--- src/rtl/core/tlbpt_pkg.sv ---
// shared constants, types and state codes for the tlb probe and translate block
package tlbpt_pkg;

    localparam int TLB_ENTRIES = 32;
    localparam int IDX_W = (TLB_ENTRIES > 1) ? $clog2(TLB_ENTRIES) : 1;
    localparam int CNT_W = $clog2(TLB_ENTRIES + 1);

    localparam logic [31:0] VPN2_MASK    = 32'hFFFF_E000;
    localparam logic [7:0]  ASID_ZERO    = 8'h00;
    localparam logic [24:0] PMASK_BITS   = 25'h1FF_E000;
    localparam logic [31:0] LO_PFN_MASK  = 32'h3FFF_FFC0;
    localparam int          LO_PFN_SHIFT = 6;
    localparam int          LO_VALID_BIT = 1;
    localparam logic [31:0] HALF_STEP    = 32'h0000_2000;
    localparam logic [31:0] PHYS_MISS    = 32'hFFFF_FFFF;

    localparam logic OP_WRITE = 1'b0;
    localparam logic OP_PROBE = 1'b1;

    typedef enum logic [1:0] {
        ST_IDLE,
        ST_SCAN,
        ST_RESP
    } state_t;

    typedef struct packed {
        logic        op;
        logic [4:0]  entry_index;
        logic [31:0] entry_hi_word;
        logic [24:0] entry_page_mask;
        logic [31:0] entry_lo_even;
        logic [31:0] entry_lo_odd;
        logic        entry_global;
        logic [31:0] probe_vaddr;
        logic [7:0]  current_asid;
    } item_t;

    typedef struct packed {
        logic [31:0] phys_addr;
        logic        entry_matched;
        logic        page_valid;
    } result_t;

    typedef struct packed {
        logic [31:0] hi;
        logic [24:0] mask;
        logic [31:0] lo_even;
        logic [31:0] lo_odd;
        logic        global_bit;
    } entry_t;

    typedef struct packed {
        logic             en;
        logic [IDX_W-1:0] addr;
        entry_t           data;
    } wr_req_t;

    typedef struct packed {
        logic             en;
        logic [IDX_W-1:0] addr;
    } rd_req_t;

    typedef struct packed {
        logic [31:0] vaddr;
        logic [7:0]  asid;
    } probe_t;

    typedef struct packed {
        logic        hit;
        logic        valid;
        logic [31:0] phys;
    } hit_t;

endpackage

--- src/rtl/core/tlbpt_store.sv ---
// tlb entry memory with per-entry valid bits and registered read port
module tlbpt_store
(
    input  logic               clk,
    input  logic               rst_n,
    input  tlbpt_pkg::wr_req_t wr,
    input  tlbpt_pkg::rd_req_t rd,
    output tlbpt_pkg::entry_t  entry
);

    tlbpt_pkg::entry_t                       mem [tlbpt_pkg::TLB_ENTRIES];
    logic [tlbpt_pkg::TLB_ENTRIES-1:0]       vld_reg;
    tlbpt_pkg::entry_t                       rd_data_reg;
    logic                                    rd_ok_reg;

    always_ff @(posedge clk)
    begin
        if (wr.en)
        begin
            mem[wr.addr] <= wr.data;
        end
        if (rd.en)
        begin
            rd_data_reg <= mem[rd.addr];
        end
    end

    always_ff @(posedge clk or negedge rst_n)
    begin
        if (!rst_n)
        begin
            vld_reg   <= '0;
            rd_ok_reg <= 1'b0;
        end
        else
        begin
            if (wr.en)
            begin
                vld_reg[wr.addr] <= 1'b1;
            end
            if (rd.en)
            begin
                rd_ok_reg <= vld_reg[rd.addr];
            end
        end
    end

    // an entry never written reads as all zeros
    assign entry = rd_ok_reg ? rd_data_reg : '0;

endmodule

--- src/rtl/core/tlbpt_match.sv ---
// shared compare and translate unit, evaluates one tlb entry per cycle
module tlbpt_match
(
    input  tlbpt_pkg::entry_t entry,
    input  tlbpt_pkg::probe_t probe,
    output tlbpt_pkg::hit_t   res
);

    logic [31:0] mask_w;
    logic [31:0] cmp;
    logic [31:0] sel;
    logic [31:0] lo;
    logic [31:0] base;
    logic        vpn_eq;
    logic        asid_ok;

    always_comb
    begin
        mask_w  = {7'b0, entry.mask};
        cmp     = tlbpt_pkg::VPN2_MASK & ~mask_w;
        vpn_eq  = ((entry.hi ^ probe.vaddr) & cmp) == '0;
        asid_ok = entry.global_bit || ((entry.hi[7:0] ^ probe.asid) == tlbpt_pkg::ASID_ZERO);
        sel     = (mask_w + tlbpt_pkg::HALF_STEP) >> 1;
        lo      = ((probe.vaddr & sel) == '0) ? entry.lo_even : entry.lo_odd;
        base    = (lo & tlbpt_pkg::LO_PFN_MASK) << tlbpt_pkg::LO_PFN_SHIFT;

        res.hit   = vpn_eq && asid_ok;
        res.valid = lo[tlbpt_pkg::LO_VALID_BIT];
        res.phys  = base + ((sel - 32'd1) & probe.vaddr);
    end

endmodule

--- src/rtl/core/tlbpt_ctrl.sv ---
// sequencer: entry writes, serial probe scan and result beat
module tlbpt_ctrl
(
    input  logic                clk,
    input  logic                rst_n,
    input  logic                start,
    input  tlbpt_pkg::item_t    item,
    input  tlbpt_pkg::hit_t     mres,
    output logic                busy,
    output logic                done,
    output tlbpt_pkg::result_t  result,
    output tlbpt_pkg::wr_req_t  wr,
    output tlbpt_pkg::rd_req_t  rd,
    output tlbpt_pkg::probe_t   probe
);

    tlbpt_pkg::state_t               state_reg, state_next;
    logic [tlbpt_pkg::CNT_W-1:0]     rd_cnt_reg, rd_cnt_next;
    logic                            rd_pend_reg, rd_pend_next;
    logic                            rd_last_reg, rd_last_next;
    tlbpt_pkg::probe_t               probe_reg, probe_next;
    tlbpt_pkg::result_t              res_reg, res_next;
    tlbpt_pkg::result_t              miss_res;

    always_ff @(posedge clk or negedge rst_n)
    begin
        if (!rst_n)
        begin
            state_reg   <= tlbpt_pkg::ST_IDLE;
            rd_cnt_reg  <= '0;
            rd_pend_reg <= 1'b0;
            rd_last_reg <= 1'b0;
        end
        else
        begin
            state_reg   <= state_next;
            rd_cnt_reg  <= rd_cnt_next;
            rd_pend_reg <= rd_pend_next;
            rd_last_reg <= rd_last_next;
        end
    end

    always_ff @(posedge clk)
    begin
        probe_reg <= probe_next;
        res_reg   <= res_next;
    end

    always_comb
    begin
        miss_res.phys_addr     = tlbpt_pkg::PHYS_MISS;
        miss_res.entry_matched = 1'b0;
        miss_res.page_valid    = 1'b0;

        state_next   = state_reg;
        rd_cnt_next  = rd_cnt_reg;
        rd_pend_next = rd_pend_reg;
        rd_last_next = rd_last_reg;
        probe_next   = probe_reg;
        res_next     = res_reg;

        wr.en              = 1'b0;
        wr.addr            = tlbpt_pkg::IDX_W'(item.entry_index);
        wr.data.hi         = item.entry_hi_word;
        wr.data.mask       = item.entry_page_mask & tlbpt_pkg::PMASK_BITS;
        wr.data.lo_even    = item.entry_lo_even;
        wr.data.lo_odd     = item.entry_lo_odd;
        wr.data.global_bit = item.entry_global;

        rd.en   = 1'b0;
        rd.addr = rd_cnt_reg[tlbpt_pkg::IDX_W-1:0];

        unique case (state_reg)
            tlbpt_pkg::ST_IDLE:
            begin
                rd_pend_next = 1'b0;
                if (start)
                begin
                    if (item.op == tlbpt_pkg::OP_WRITE)
                    begin
                        wr.en      = 32'(item.entry_index) < 32'(tlbpt_pkg::TLB_ENTRIES);
                        res_next   = miss_res;
                        state_next = tlbpt_pkg::ST_RESP;
                    end
                    else
                    begin
                        probe_next.vaddr = item.probe_vaddr;
                        probe_next.asid  = item.current_asid;
                        rd_cnt_next      = '0;
                        state_next       = tlbpt_pkg::ST_SCAN;
                    end
                end
            end
            tlbpt_pkg::ST_SCAN:
            begin
                // read of the next entry overlaps the compare of the previous one
                if (rd_cnt_reg < tlbpt_pkg::CNT_W'(tlbpt_pkg::TLB_ENTRIES))
                begin
                    rd.en        = 1'b1;
                    rd_cnt_next  = rd_cnt_reg + tlbpt_pkg::CNT_W'(1);
                    rd_pend_next = 1'b1;
                    rd_last_next = rd_cnt_reg == tlbpt_pkg::CNT_W'(tlbpt_pkg::TLB_ENTRIES - 1);
                end
                else
                begin
                    rd_pend_next = 1'b0;
                end
                if (rd_pend_reg)
                begin
                    if (mres.hit)
                    begin
                        res_next.phys_addr     = mres.valid ? mres.phys : tlbpt_pkg::PHYS_MISS;
                        res_next.entry_matched = 1'b1;
                        res_next.page_valid    = mres.valid;
                        state_next             = tlbpt_pkg::ST_RESP;
                    end
                    else if (rd_last_reg)
                    begin
                        res_next   = miss_res;
                        state_next = tlbpt_pkg::ST_RESP;
                    end
                end
            end
            tlbpt_pkg::ST_RESP:
            begin
                rd_pend_next = 1'b0;
                state_next   = tlbpt_pkg::ST_IDLE;
            end
            default:
            begin
                state_next = tlbpt_pkg::ST_IDLE;
            end
        endcase
    end

    assign busy   = state_reg != tlbpt_pkg::ST_IDLE;
    assign done   = state_reg == tlbpt_pkg::ST_RESP;
    assign result = res_reg;
    assign probe  = probe_reg;

endmodule

--- src/rtl/core/tlb_probe_translate.sv ---
// top level of the 32-entry tlb with serial probe and address translation
//
//  channel   strobe / hold    payload
//  item      start / busy     item   (tlbpt_pkg::item_t)
//  result    done             result (tlbpt_pkg::result_t)
//
//  a write beat: entry stored at the accept edge, result beat in the next cycle
//  a probe beat: result beat after a scan that starts at entry 0 after the accept edge,
//  one entry per cycle through the single memory read port and the shared compare unit,
//  stopping at the first hit; the next beat can be accepted in the cycle after the result beat
//  busy is high from the cycle after accept until the result beat has gone
//  reset clears the state machine and the entry valid bits at once, no clearing pass
//  the result beat lasts exactly one cycle and cannot be held off
module tlb_probe_translate
(
    input  logic               clk,
    input  logic               rst_n,
    input  logic               start,
    output logic               busy,
    input  tlbpt_pkg::item_t   item,
    output logic               done,
    output tlbpt_pkg::result_t result
);

    tlbpt_pkg::wr_req_t wr;
    tlbpt_pkg::rd_req_t rd;
    tlbpt_pkg::entry_t  entry;
    tlbpt_pkg::probe_t  probe;
    tlbpt_pkg::hit_t    mres;

    tlbpt_ctrl u_ctrl
    (
        .clk    (clk),
        .rst_n  (rst_n),
        .start  (start),
        .item   (item),
        .mres   (mres),
        .busy   (busy),
        .done   (done),
        .result (result),
        .wr     (wr),
        .rd     (rd),
        .probe  (probe)
    );

    tlbpt_store u_store
    (
        .clk   (clk),
        .rst_n (rst_n),
        .wr    (wr),
        .rd    (rd),
        .entry (entry)
    );

    tlbpt_match u_match
    (
        .entry (entry),
        .probe (probe),
        .res   (mres)
    );

endmodule

--- config.mk ---
export PLATFORM = sky130hd
export DESIGN_NAME = tlb_probe_translate
export DESIGN_NICKNAME = d
export VERILOG_FILES = /design/src/rtl/core/tlbpt_pkg.sv /design/src/rtl/core/tlbpt_store.sv /design/src/rtl/core/tlbpt_match.sv /design/src/rtl/core/tlbpt_ctrl.sv /design/src/rtl/core/tlb_probe_translate.sv
export SDC_FILE = /design/constraint.sdc
export NUM_CORES = 2
export LEC_CHECK = 0
export BUFFER_PORTS_ARGS = -buffer_cell sky130_fd_sc_hd__buf_2
export CAP_MARGIN = 0
export CORE_UTILIZATION = 65
export DETAILED_ROUTE_END_ITERATION = 10
export GPL_TIMING_DRIVEN = 0
export PLACE_DENSITY = 0.91
export SLEW_MARGIN = 40
export SYNTH_ARGS = -nofsm -noshare
export SYNTH_HDL_FRONTEND = slang
export SYNTH_HIERARCHICAL = 1
export SYNTH_SLANG_ARGS = --single-unit
--- constraint.sdc ---
create_clock -name clk -period 22 [get_ports clk]
set_input_delay 1.1 -clock clk [delete_from_list [all_inputs] [get_ports clk]]
set_output_delay 1.1 -clock clk [all_outputs]
set_load 0.01 [all_outputs]
==> run summary, run 1 <==
The floorplan row count is 160. The tools report the root buffer cell as clkbuf_16. The run gives 4 as the buffer depth of the longest clock path. For the global routing usage summed across all routing layers, the log shows 0.672.

The flow did not finish. Measured along the x axis, the die boundary spans 441 µm. TritonCTS created 309 clock buffers. The first error in the log reads "[ERROR GRT-0232] Routing congestion too high. Check the congestion heatmap in the GUI". For the count of instances resized after the clock tree is built, the log shows 0. The number of hold buffers added after CTS was 0. The number of antenna violations at the first check in global routing was 140; the floorplan die height was 441 µm. The total of buffers placed on input and output ports was 79. The pin count of the biggest net entering global routing is 101, and the maximum level of the CTS H-tree is 5. The average instance in the mapped netlist occupies 22.9 µm². Total half-perimeter wirelength after legalization and detailed placement: 271 mm. Global routing finished with a remaining overflow of 68. The tools report the count of pins on the block boundary as 207. Synthesis handed over a netlist of 5491 instances.

Routability-driven placement finished with a final weighted congestion of 0.941. The number of setup buffers added after CTS is 0. Yosys printed 6 warnings. The synthesized cell area was 0.126 mm²; the initial cell density of the core was 0.657. After detailed placement, the total cell area comes to 0.135 mm². The stopping stage is 5_1_grt. The total placed cells including tap cells came out at 8355.
per-stage QoR:
step / setup slack (ps) / hold WS (ps)
CTS: 12740 / 122
detailed placement: 13820 / 454
floorplan: 15420 / 434
global placement: 8890 / 446
per-layer routing:
metal | GRT usage | overflow
met2 | 0.824 | 32
met5 | 0.298 | 0
met4 | 0.595 | 26
met1 | 0.671 | 7
met3 | 0.570 | 3
==> inputs of run 2 (changes only) <==
Settings changed: CORE_UTILIZATION 65 to 40, PLACE_DENSITY 0.91 to unset, PLACE_DENSITY_LB_ADDON set to 0.15.
==> run 2 against run 1 <==
Area after synthesis is the same. Synthesized cell count is the same. The run now ends clean.
==> run summary, run 2 <==
For the aggregate negative setup slack, the log shows 0 ps. Dividing the detail-routed wire length by the instance count gives 35.5 µm. The run gives 0 as the final number of max-transition violations. Floorplan die height: 562 µm (+27%).

The tree built by TritonCTS fans out to 3219 sinks. The combinational share of power was 0.258. The tools report the total half-perimeter wirelength after legalization and detailed placement as 266 mm (-1.9%).

In this design, the stage delay of the slowest critical-path cell is 570 ps. Cell repeated most along the worst path: ha_1. The highest clock rate is 132 MHz. Traced cell by cell, the critical path runs through clkbuf_1 -> clkbuf_2 -> and2_1 -> ha_1 -> and4_4 -> nand4_1 -> mux2_1 -> a2111o_1 -> a2111oi_4 -> buf_2 -> mux2_2 -> ha_1 -> inv_1 -> fa_1 -> nor2b_1 -> o21ai_0 -> a21boi_0 -> o311a_1 -> o31a_1 -> a21o_1 -> a21oi_1 -> xnor2_1 -> or2_1. The final worst clock skew was 52.0 ps; the vias per cell was 5.80.

The gate count of the mapped netlist was 5491 (unchanged); the count of max-cap constraint violations was 0. The global routing usage summed across all routing layers was 0.239. For this run, design rule violations remaining after detail routing come to 0. The routed design uses 179 mm of met2 wire. On the final layout, the worst hold slack is 185 ps. The total placed cells including tap cells came out at 10000 (+20%).

The worst setup path is captured at a flip-flop. The horizontal die dimension was 562 µm (+27%). For this design, the slowest cell found on the critical path is clkbuf_2. The flip-flop count of the largest register, all copies and words added is 3008. The run gives 0.332 as the clock network fraction of design power. The run gives 0.837 (-11%) as the global placement routability congestion.

The fraction of power spent switching nets was 0.297. The number of antenna violations at the first check in global routing is 32, and the final wirelength is 379 mm. The share of cells above drive strength 1 works out to 0.342. The per-instance average area after synthesis works out to 22.9 µm² (unchanged). The buffer depth of the longest clock path came out at 4 (unchanged).

Setup repair after global routing left no endpoint under its margin. After clock tree synthesis, the clock-pin slew on the worst setup and hold paths is 70 ps. The tools report the synthesized cell area as 0.126 mm² (unchanged). The tools report the vias after detailed routing as 61900. In this run the register-to-register setup slack is 14400 ps. The maximum level of the CTS H-tree came out at 5 (unchanged). Summed over all layers, the global routing overflow is 0. The total of buffers placed on input and output ports is 79 (unchanged). The clock buffer count from CTS is 338 (+9.4%). Entering global routing, the biggest net connects 80 pins. The area enclosed by the die boundary was 0.316 mm².

Count of instances resized after the clock tree is built: 0 (unchanged). The run gives 205 (+28%) as the floorplan row count. The number of failing hold endpoints at the final stage is 0, and the standby leakage power is 47.3 nW.

The tools report the buffers inserted during post-CTS setup optimization as 0 (unchanged). For this block, wires on met1 add up to 165 mm. The data arrival at the endpoint of the critical path was 8230 ps.

TritonCTS built the clock tree. The count of pins on the block boundary came out at 207 (unchanged). Path type of the worst min-delay path: primary input to async pin. The worst setup path is launched from a flip-flop. The initial cell density of the core is 0.402 (-0.255).

For this block, the initial DRC count from the detailed router was 8257. Excluding fillers, the count of instances in the completed layout stands at 10700. Number of hold-repair buffers added at the cts stage: 0 (unchanged). The commonest non-fill, non-tap cell in the layout was edfxtp_1. The cell sitting at the root of the clock tree is a clkbuf_16. The worst path needs 7600 ps of the cycle, external delays included.

The first TritonRoute pass finished after 6 iterations. The portion of total power attributed to sequential cells is 0.410. For the core region area, the log shows 0.312 mm². The critical path in this run is classified as flip-flop to flip-flop. The clock reaches the later pin of the worst-skew pair after 940 ps. The combined buffer and inverter count along the critical path was 4; the biggest fanout along the worst timing path was 10. For the layout net count, the log shows 6444. Overall power consumption after layout is estimated at 17.2 mW. The run finished with clean final reports.

Highest routing layer actually used: met5. The fraction of the cycle the final worst path needs was 0.345; the design internal power was 12.1 mW. The kind of cell with the highest combined delay along the critical path is compound AO/OA/AOI/OAI gates. For the worst setup path, the data required time is 22630 ps. VDD sags by at most 0.0000822 V. Compared with the post-synthesis result, the final layout area differs by 19.2%.

The worst slew slack as a fraction of its limit was 0.358. The number of global-route vias before repair came out at 62000. The tools report the count of warnings emitted by yosys as 6 (unchanged). The run gives 5.12 mW as the switching power of the nets.

Setup violations remaining at the end of the flow were counted as 0. The first global-routing pass estimated 519 mm of wire. For this design the ratio of total power to cell area is 115 mW/mm². For the pin with the worst max-slew slack, the measured transition is 963 ps.

The library cells used most frequently in the layout, excluding fill and tap cells, are edfxtp_1 (3176), mux4_2 (842), clkbuf_16 (338), mux2i_1 (217), buf_2 (195). The layout filler cell count is 25100, and the remaining number of nets flagged by the antenna check after routing is 0. The routed design uses 27.5 mm of met3 wire.
## run 2: worst reg2reg max path, stage by stage (launching register included)
cell       delay, ps
dfrtp_1          470
clkbuf_1         500
clkbuf_2         580
and2_1           410
ha_1             350
and4_4           280
nand4_1          270
mux2_1           420
a2111o_1         360
a2111oi_4        300
buf_2            410
mux2_2           460
ha_1             260
inv_1             80
fa_1             200
nor2b_1           50
o21ai_0          220
a21boi_0         240
o311a_1          360
o31a_1           340
a21o_1           190
a21oi_1          170
xnor2_1           80
or2_1            310
## run 2: final timing paths
| path | start | endpoint | cells after the start |
|---|---|---|---|
| max | u_store/rd_ok_reg$_DFFE_PN0P_ | u_ctrl/result[32]$_SDFFCE_PN1P_ | 23 |
| min | rst_n | u_store/vld_reg[24]$_DFFE_PN0P_ | 1 |
| max reg2reg | u_store/rd_ok_reg$_DFFE_PN0P_ | u_ctrl/result[32]$_SDFFCE_PN1P_ | 23 |
| min reg2reg | u_store/vld_reg[21]$_DFFE_PN0P_ | u_store/vld_reg[21]$_DFFE_PN0P_ | 1 |
| max in group asynchronous | rst_n | u_ctrl/state_reg[0]$_DFFE_PN0P_ | 1 |
| min in group clk | item[4] | u_ctrl/probe[4]$_DFFE_PP_ | 1 |
## run 2: routing by layer
layer	vias to the layer above	GRT usage
li1	24600	-
met1	34300	0.354
met2	2601	0.379
met3	417	0.0389
met4	8	0.0442
met5	-	0
## run 2: layout make-up
type | instances | area (µm²) | area share
Antenna cell | 11 | 27.5 | 0.000184
Buffer | 446 | 2440 | 0.0163
Clock buffer | 410 | 8730 | 0.0583
Clock inverter | 201 | 2220 | 0.0149
Inverter | 13 | 63.8 | 0.000427
Multi-Input combinational cell | 1824 | 27100 | 0.181
Sequential cell | 3219 | 96400 | 0.645
Tap cell | 4140 | 5180 | 0.0346
Timing Repair Buffer | 407 | 7420 | 0.0496
## run 2: power groups by stage
stage	registers [mW]	logic [mW]	clock network, mW
final	7.06	4.44	5.71
after global placement	7.21	4.41	0
after detailed placement	7.18	4.50	0
after floorplan	7.13	2.76	0
after CTS	7.06	4.51	5.81
after global routing	7.07	4.64	6.03
## run 2: through the flow
step	cell area (µm²)	worst slack, ps	utilization
2_1_floorplan	126000	15420	-
3_3_place_gp	131000	6550	0.420
3_5_place_dp	139000	14520	0.444
4_1_cts	150000	14500	0.479
5_1_grt	150000	14140	0.479
6_report	150000	14400	0.479
Power figures use the tool's default switching activity.
